--- src/rtl/txdrm_pkg.sv ---
// Package for the transmit descriptor ring manager.
// Holds the queue geometry, the status codes and the sequencer state type; no dependencies.
`timescale 1ns / 1ps

package txdrm_pkg;

  localparam int QUEUE_DEPTH  = 8;
  localparam int BUFFER_BYTES = 2048;
  localparam int HEADER_BYTES = 12;

  localparam int IDX_W   = (QUEUE_DEPTH > 1) ? $clog2(QUEUE_DEPTH) : 1;
  localparam int LEN_W   = 16;
  localparam int ID_W    = 16;
  localparam int CNT_W   = 16;
  localparam int SLOT_W  = 8;
  localparam int BYTES_W = 12;
  localparam int SUM_W   = LEN_W + 1;

  typedef enum logic [2:0] {
    ST_OK          = 3'd0,
    ST_TOO_LONG    = 3'd1,
    ST_NO_FREE     = 3'd2,
    ST_BAD_ID      = 3'd3,
    ST_DOUBLE_FREE = 3'd4
  } status_e;

  typedef enum logic [0:0] {
    OP_SEND    = 1'b0,
    OP_RECLAIM = 1'b1
  } op_e;

  typedef enum logic [3:0] {
    S_IDLE = 4'b0001,
    S_EXEC = 4'b0010,
    S_SCAN = 4'b0100,
    S_OUT  = 4'b1000
  } state_e;

endpackage

--- src/rtl/tx_descriptor_ring_manager.sv ---
// Transmit descriptor ring manager top level: sequencer, free-map scan unit and result register.
// Depends on txdrm_pkg.
`timescale 1ns / 1ps

// Driver-side bookkeeping for a split-ring transmit queue. A send item (operation 0) checks
// that header plus packet fits one buffer, then walks the free map one descriptor per cycle
// from descriptor 0 with a single compare unit, takes the lowest free one, places it at avail
// ring position avail_index modulo the queue depth, advances avail_index and raises notify.
// A reclaim item (operation 1) flags an out-of-range id or a double free, else frees the
// descriptor and advances used_index. One item is handled at a time: in_ready_o is high only
// while the block is idle. A reclaim or an oversized send is resolved without a scan, while a
// send that finds descriptor k free walks descriptors 0 to k first (all of them when the ring
// is full). The result then waits in an output register until taken, and the block is ready
// again on the cycle after that.
module tx_descriptor_ring_manager
  import txdrm_pkg::*;
(
  input  logic                 clk_i,
  input  logic                 rst_ni,
  input  logic                 in_valid_i,
  output logic                 in_ready_o,
  input  logic [0:0]           operation_i,
  input  logic [LEN_W-1:0]     packet_length_i,
  input  logic [ID_W-1:0]      completed_id_i,
  output logic                 out_valid_o,
  input  logic                 out_ready_i,
  output logic [2:0]           status_o,
  output logic [SLOT_W-1:0]    descriptor_slot_o,
  output logic [SLOT_W-1:0]    ring_slot_o,
  output logic [BYTES_W-1:0]   descriptor_bytes_o,
  output logic [CNT_W-1:0]     avail_count_o,
  output logic [CNT_W-1:0]     used_count_o,
  output logic                 notify_o
);

  // Control state
  state_e                 state_q, state_d;
  logic [QUEUE_DEPTH-1:0] free_q, free_d;
  logic [IDX_W-1:0]       idx_q, idx_d;
  logic [IDX_W-1:0]       ring_q, ring_d;
  logic [CNT_W-1:0]       avail_q, avail_d;
  logic [CNT_W-1:0]       used_q, used_d;

  // Latched item and result payload
  op_e                    op_q;
  logic [LEN_W-1:0]       len_q;
  logic [ID_W-1:0]        id_q;
  status_e                status_q, status_d;
  logic [SLOT_W-1:0]      desc_q, desc_d;
  logic [SLOT_W-1:0]      rslot_q, rslot_d;
  logic [BYTES_W-1:0]     bytes_q, bytes_d;
  logic                   notify_q, notify_d;

  logic                   in_fire;
  logic [SUM_W-1:0]       total;
  logic                   too_long;
  logic                   id_bad;
  logic [IDX_W-1:0]       id_idx;

  assign in_fire  = in_valid_i && in_ready_o;
  assign total    = {1'b0, len_q} + SUM_W'(HEADER_BYTES);
  assign too_long = total > SUM_W'(BUFFER_BYTES);
  assign id_bad   = id_q >= ID_W'(QUEUE_DEPTH);
  assign id_idx   = id_q[IDX_W-1:0];

  always_comb begin
    state_d  = state_q;
    free_d   = free_q;
    idx_d    = idx_q;
    ring_d   = ring_q;
    avail_d  = avail_q;
    used_d   = used_q;
    status_d = status_q;
    desc_d   = desc_q;
    rslot_d  = rslot_q;
    bytes_d  = bytes_q;
    notify_d = notify_q;

    unique case (state_q)
      S_IDLE: begin
        if (in_fire) begin
          state_d = S_EXEC;
        end
      end
      S_EXEC: begin
        // Resolve everything that needs no scan; otherwise start the walk at descriptor 0.
        rslot_d  = '0;
        bytes_d  = '0;
        notify_d = 1'b0;
        desc_d   = '0;
        if (op_q == OP_RECLAIM) begin
          desc_d  = id_q[SLOT_W-1:0];
          state_d = S_OUT;
          if (id_bad) begin
            status_d = ST_BAD_ID;
          end else if (free_q[id_idx]) begin
            status_d = ST_DOUBLE_FREE;
          end else begin
            status_d       = ST_OK;
            free_d[id_idx] = 1'b1;
            used_d         = used_q + CNT_W'(1);
          end
        end else if (too_long) begin
          status_d = ST_TOO_LONG;
          state_d  = S_OUT;
        end else begin
          idx_d   = '0;
          state_d = S_SCAN;
        end
      end
      S_SCAN: begin
        // Test one descriptor per cycle; stop at the first free one.
        if (free_q[idx_q]) begin
          free_d[idx_q] = 1'b0;
          status_d      = ST_OK;
          desc_d        = SLOT_W'(idx_q);
          rslot_d       = SLOT_W'(ring_q);
          bytes_d       = total[BYTES_W-1:0];
          notify_d      = 1'b1;
          avail_d       = avail_q + CNT_W'(1);
          // Track avail_index modulo the depth; the 16-bit wrap restarts it at zero.
          if (avail_q == {CNT_W{1'b1}} || ring_q == IDX_W'(QUEUE_DEPTH - 1)) begin
            ring_d = '0;
          end else begin
            ring_d = ring_q + IDX_W'(1);
          end
          state_d = S_OUT;
        end else if (idx_q == IDX_W'(QUEUE_DEPTH - 1)) begin
          status_d = ST_NO_FREE;
          state_d  = S_OUT;
        end else begin
          idx_d = idx_q + IDX_W'(1);
        end
      end
      S_OUT: begin
        if (out_ready_i) begin
          state_d = S_IDLE;
        end
      end
      default: begin
        state_d = S_IDLE;
      end
    endcase
  end

  always_ff @(posedge clk_i or negedge rst_ni) begin
    if (!rst_ni) begin
      state_q <= S_IDLE;
      free_q  <= '1;
      idx_q   <= '0;
      ring_q  <= '0;
      avail_q <= '0;
      used_q  <= '0;
    end else begin
      state_q <= state_d;
      free_q  <= free_d;
      idx_q   <= idx_d;
      ring_q  <= ring_d;
      avail_q <= avail_d;
      used_q  <= used_d;
    end
  end

  // Hold the item and the result payload; no reset needed.
  always_ff @(posedge clk_i) begin
    if (in_fire) begin
      op_q  <= op_e'(operation_i);
      len_q <= packet_length_i;
      id_q  <= completed_id_i;
    end
    status_q <= status_d;
    desc_q   <= desc_d;
    rslot_q  <= rslot_d;
    bytes_q  <= bytes_d;
    notify_q <= notify_d;
  end

  assign in_ready_o         = (state_q == S_IDLE);
  assign out_valid_o        = (state_q == S_OUT);
  assign status_o           = status_q;
  assign descriptor_slot_o  = desc_q;
  assign ring_slot_o        = rslot_q;
  assign descriptor_bytes_o = bytes_q;
  assign avail_count_o      = avail_q;
  assign used_count_o       = used_q;
  assign notify_o           = notify_q;

  // A result never shares a cycle with an open input.
  a_no_overlap: assert property (@(posedge clk_i) disable iff (!rst_ni)
    out_valid_o |-> !in_ready_o)
    else $error("input open while a result is pending");

  // Notify only accompanies a successful allocation.
  a_notify_ok: assert property (@(posedge clk_i) disable iff (!rst_ni)
    (out_valid_o && notify_o) |-> (status_o == ST_OK && descriptor_bytes_o != '0))
    else $error("notify without a successful send");

  // The avail index moves only as the scan allocates a descriptor.
  a_avail_step: assert property (@(posedge clk_i) disable iff (!rst_ni)
    (avail_q != $past(avail_q)) |-> ($past(state_q) == S_SCAN && out_valid_o && notify_o))
    else $error("avail index changed outside an allocation");

  // The used index advances only with a successful reclaim.
  a_used_step: assert property (@(posedge clk_i) disable iff (!rst_ni)
    (used_q != $past(used_q)) |-> (out_valid_o && status_o == ST_OK && !notify_o))
    else $error("used index changed outside a reclaim");

endmodule
--- config.mk ---
export PLATFORM = sky130hd
export DESIGN_NAME = tx_descriptor_ring_manager
export DESIGN_NICKNAME = d
export VERILOG_FILES = /design/src/rtl/txdrm_pkg.sv /design/src/rtl/tx_descriptor_ring_manager.sv
export SDC_FILE = /design/constraint.sdc
export NUM_CORES = 1
export LEC_CHECK = 0
export ABC_AREA = 1
export BUFFER_PORTS_ARGS = -buffer_cell sky130_fd_sc_hd__buf_4
export CORE_ASPECT_RATIO = 1.1
export CORE_MARGIN = 3
export CORE_UTILIZATION = 40
export DETAILED_ROUTE_END_ITERATION = 6
export PLACE_DENSITY = 0.69
export SLEW_MARGIN = 10
export SYNTH_ARGS = -nofsm -noshare
export SYNTH_HDL_FRONTEND = slang
export SYNTH_SLANG_ARGS = --single-unit
--- constraint.sdc ---
create_clock -name clk_i -period 4.6 [get_ports clk_i]
set_input_delay 0.23 -clock clk_i [delete_from_list [all_inputs] [get_ports clk_i]]
set_output_delay 0.23 -clock clk_i [all_outputs]
set_load 0.05 [all_outputs]
==> Yosys cells after proc, flatten, opt, wreduce, memory -nomap -nowiden <==
Index checks and enable logic that the tools add are counted.
W data, S select, Z words.
{ "totals": {"register_bits": 115, "out_inout_bits": 66, "wordCells": 103} }
{ "classes": {"add_sub_neg": 5, "magnitude_cmp": 6, "n_eq_ne": 19, "mux": 42, "bitwise_logic": 5, "reduce_logical": 12} }
{ "op_table": {"columns": ["op", "count"], "rows": [
  ["$mux W8", 7],
  ["$pmux W8 S2", 3],
  ["$mux W3", 11],
  ["$add A16 B1 Y16 const B", 2],
  ["$mux W4", 6],
  ["$pmux W12 S2", 1],
  ["$add A16 B4 Y17 const B", 1],
  ["$gt A17 B12 Y1 const B", 1],
  ["$eq A16 B16 Y1 const B", 1],
  ["$ge A16 B4 Y1 const B", 1],
  ["$ne A2 B2 Y1 const B", 8],
  ["$pmux W4 S4", 1],
  ["$mux W12", 1],
  ["$pmux W3 S2", 2],
  ["$reduce_and A5 Y1", 2],
  ["$and A8 B8 Y8", 1],
  ["$lt A3 B4 Y1 const B", 2],
  ["$not A8 Y8", 1],
  ["$or A8 B8 Y8", 1],
  ["$add A3 B1 Y3 const B", 2],
  ["$bmux W1 S3", 2],
  ["$demux W1 S3", 2],
  ["$eq A3 B3 Y1 const B", 2],
  ["$ge A3 B1 Y1 const B", 2],
  ["15 further kinds", 26]
]} }

==> Longest topological paths before layout <==
{ "logic_depth": {"depth_word": 9, "depth_mapped": 14, "ltp_nobuf": 14} }

==> Worst setup path after synthesis <==
Ideal clock, no wire load.
{ "synth_timing": {"path_type": "reg-to-reg", "start": "register state_q[0]", "end": "register id_q[0], enable pin", "setup_time_ns": 0.423, "t_arrival_ns": 3.399, "t_required_ns": 4.177, "path_slack_ns": 0.778, "stages_incl_launch_ff": 5, "n_path_buf": 0, "path_cell_list": "dfstp_2 inv_1 nor3_1 inv_1 nor2_1"} }
{ "synth_via": {"elab_chain_len": 2} }
{ "synth_lines": {"columns": ["element", "line", "rtl"], "rows": [
  ["from (decl)", "tx_descriptor_ring_manager.sv:37", "state_e state_q, state_d;"],
  ["from (signal assigned)", "tx_descriptor_ring_manager.sv:155", "state_q <= state_d;"],
  ["$eq A4 B1 Y1", "tx_descriptor_ring_manager.sv:178", "assign in_ready_o = (state_q == S_IDLE);"],
  ["via in_ready_o", "tx_descriptor_ring_manager.sv:21", "output logic in_ready_o,"],
  ["$logic_and A1 B1 Y1", "tx_descriptor_ring_manager.sv:60", "assign in_fire = in_valid_i && in_ready_o;"],
  ["via in_fire", "tx_descriptor_ring_manager.sv:54", "logic in_fire;"],
  ["to (signal assigned)", "tx_descriptor_ring_manager.sv:169", "id_q <= completed_id_i;"],
  ["to (decl)", "tx_descriptor_ring_manager.sv:47", "logic [ID_W-1:0] id_q;"]
]} }
The timed path passes the listed nets, and every way through them passes these cells.
A chain may end at the register's enable or synchronous reset.

==> Worst setup path after layout <==
{ "layout_timing": {"start": "register idx_q[2]", "end": "register bytes_q[4] (netlist: descriptor_bytes_o[4]), enable pin"} }
{ "layout_via": {"elab_chain_len": 4} }
{ "layout_lines": {"columns": ["element", "line", "rtl"], "rows": [
  ["from (decl)", "tx_descriptor_ring_manager.sv:39", "logic [IDX_W-1:0] idx_q, idx_d;"],
  ["from (signal assigned)", "tx_descriptor_ring_manager.sv:157", "idx_q <= idx_d;"],
  ["$bmux W1 S3", "tx_descriptor_ring_manager.sv:113", "if (free_q[idx_q]) begin"],
  ["$mux W1 (not written as such)", "tx_descriptor_ring_manager.sv:113", null],
  ["$ne A2 B2 Y1 (no line)", null, null],
  ["$reduce_and A2 Y1 (no line)", null, null],
  ["to (signal assigned)", "tx_descriptor_ring_manager.sv:174", "bytes_q <= bytes_d;"],
  ["to (decl)", "tx_descriptor_ring_manager.sv:51", "logic [BYTES_W-1:0] bytes_q, bytes_d;"]
]} }
Every way passes these cells. The select of a mux whose other input is x is not followed.

==> summary.md <==
| Metric | Value |
|---|---|
| Post_cts resized | 0 |
| DRC violations left | 0 |
| Root Driver | clkbuf_16 |
| Critical path type | flip-flop to flip-flop |
| Clk_lat worst skew | 0.35 ns |
| Reg-to-reg endpoint | descriptor_bytes_o[4]$_SDFFCE_PN0P_ |
| Largest net degree at the start of global routing | 51 |
| Peak supply drop | 0.000268 V |
| Fmax | 353 MHz |
| Die X | 116 um |
| Post-DP HPWL | 8180 um |
| First drt pass iteration count | 5 |
| Hold EP | len_q[12]$_DFFE_PP_ |
| Period minus WS final | 2.83 ns |
| CP endpoint kind | flip-flop |
| Core Region | 0.0128 mm2 |
| Sequential area share after synthesis | 0.576 |
| Clock Pin Slew Worst Setup and Hold Paths | 0.07 ns |
| Fin crit share | 0.616 |
| Initial core utilization | 0.416 |
| Commonest cells in the synthesized netlist | nand2_1, inv_1, nor2_1 |
| DRT iter0 DRCs | 206 |
| Layout cells sized above 1 | 0.232 |
| Status | completed |
| CTS sink count | 110 |
| Worst path arrival time | 2.69 ns |
| # rows | 43 |
| Io pins | 103 |
| Global route overflow | 0 |
| Hold Buf Count CTS | 1 |
| Cell area after synthesis | 0.00532 mm2 |
| YS warnings | 0 |
| Worst-margin pin slew | 1.06 ns |
| Place WS | 1.76 ns |
| Hold Crit Depth | 1 |
| GRT Total Usage | 0.160 |
| Syn_area_per_cell | 9.55 um2 |
| CP Launch Type | flip-flop |
| RR Startpoint | idx_q[2]$_DFFE_PN0P_ |
| Total CTS buffers | 9 |
| HP Class | input port to flip-flop |
| FFs w/ async S/R, synth | 0.455 |
| Vias post-DR | 3,985 |
| Endpoints failing setup | 0 |
| Most common cell in the synthesized netlist | nand2_1 |
| RSZ-0062 raised after global routing | false |
| Area leader, netlist | edfxtp_1 |
| Antenna violations before repair | 0 |
| Clk_skew | 0.00692 ns |
| Drt via density | 4.86 |
| Die ar. | 0.0147 mm2 |
| CTS tree | yes |
| Fin nets | 703 |
| Worst hold slack | 0.0497 ns |
| Vias in the first global route | 3,992 |
| Number of synthesized flops with an enable pin | 60 |
| #FFs+latches synth | 110 |
| Wire per inst | 13.6 um |
| Synth top area share | 0.339 |
| R2R cell count | 8 |
| Min-delay src | packet_length_i[12] |
| Setup TNS | 0 ns |
| Antenna fix cells | 0 |
| Max Buffers Root-to-Sink | 2 |
| Predominant post-synthesis flop cell | edfxtp_1 |
| Syn-to-layout area delta | 21.9% |
| Worst rel slew slack | 0.294 |
| Worst R2R Setup Slack | 1.77 ns |
| Max Slew Vio Count | 0 |
| Lkg Pwr | 0.00296 uW |
| Die Span Y | 127 um |
| Post-Synthesis Cells | 557 |
| Final WL | 11,200 um |
| Post-DRT Antenna Nets | 0 |
| Maximum fanout along the worst path | 24 |
| Placed Area | 0.00617 mm2 |
| Pwr Density | 390 mW/mm2 |
| Fin. Hold Viols | 0 |
| H-tree depth | 3 |
| Worst path required time | 4.45 ns |
| Max-cap violations | 0 |
| Design Area, Final | 0.00649 mm2 |
| First-pass GRT wire length | 18,800 um |
| Post-CTS setup buffer count | 0 |
| Yosys cell types | 39 |
| Placer Congestion | 0.873 |
| Min setup slack post-route | 1.77 ns |
| Synth area leaders | edfxtp_1, dfrtp_1, nand2_1, inv_1, nor2_1 |
| Port bufs | 97 |
layer usage:
metal / up-vias / global-route usage / share of wire
met3: 17 / 0.0303 / 0.044
met2: 96 / 0.263 / 0.50
li1: 2008 / - / -
met4: 0 / 0.0669 / 0.020
met1: 1864 / 0.206 / 0.44
met5: - / 0 / 0
power by group:
group | switching, uW | internal [uW]
clock network | 368 | 429
registers | 60.0 | 1190
logic | 352 | 133
total | 781 | 1750
cell families after synthesis:
group | Yosys count | synth area share
adder cells (fa/ha/maj) | 8 | 0.0188
other | 1 | 0.000705
flip-flops | 110 | 0.576
AO/OA/AOI/OAI | 44 | 0.0451
buffers and inverters | 85 | 0.0708
AND/OR/NAND/NOR | 279 | 0.238
XOR/XNOR | 30 | 0.0508
metrics by stage:
step | utilization | instances | power (uW)
after CTS | 0.507 | 820 | 2560
after floorplan | - | 561 | 1600
after global placement | 0.482 | 803 | 1750
after global routing | 0.507 | 820 | 2650
final | 0.507 | 820 | 2530
after detailed placement | 0.482 | 803 | 1760
state kept, by name (all words and copies together) (netlist names):
signal,count
avail_count_o,16
descriptor_bytes_o,12
descriptor_slot_o,8
free_q,8
id_q,16
idx_q,3
len_q,16
notify_o,1
op_q,1
ring_q,3
ring_slot_o,3
state_q,4
status_o,3
used_count_o,16
layout make-up:
class | count | area (um2)
fillers | 1195 | 6320
flip-flops and latches | 110 | 3060
multi-input cells | 366 | 1900
repair buffers | 100 | 753
inverters | 71 | 267
clock buffers | 9 | 225
well taps | 157 | 196
clock inverters | 7 | 82.6
critical path, stage by stage (launching register included):
cell	delay [ns]
dfrtp_1	0.42
inv_1	0.20
nor3_1	0.09
nand2_1	0.08
nand3_1	0.07
nor2_1	0.15
nand2_2	0.10
nand2_2	0.43
nand2_1	0.77
cell usage in the layout, fill, tap and decap left out, types with 7 or more instances in the layout:
master,instances
a21oi_1,9
buf_4,99
clkbuf_16,9
dfrtp_1,41
dfstp_2,9
edfxtp_1,60
ha_1,8
inv_1,67
nand2_1,128
nand3_1,38
nand4_1,7
nor2_1,65
nor2_2,7
nor3_1,12
o21ai_0,16
o21ai_1,10
xnor2_1,13
xor2_1,16
worst max-delay path by stage:
stage / startpoint / end
floorplan: state_q[0]$_DFFE_PN1P_ / id_q[0]$_DFFE_PP_
global placement: idx_q[2]$_DFFE_PN0P_ / ring_slot_o[0]$_SDFFCE_PN0P_
detailed placement: idx_q[2]$_DFFE_PN0P_ / ring_slot_o[1]$_SDFFCE_PN0P_
CTS: idx_q[0]$_DFFE_PN0P_ / descriptor_bytes_o[3]$_SDFFCE_PN0P_
global route: idx_q[2]$_DFFE_PN0P_ / descriptor_bytes_o[4]$_SDFFCE_PN0P_
finish: idx_q[2]$_DFFE_PN0P_ / descriptor_bytes_o[4]$_SDFFCE_PN0P_
(Power assumes the default switching activity.)
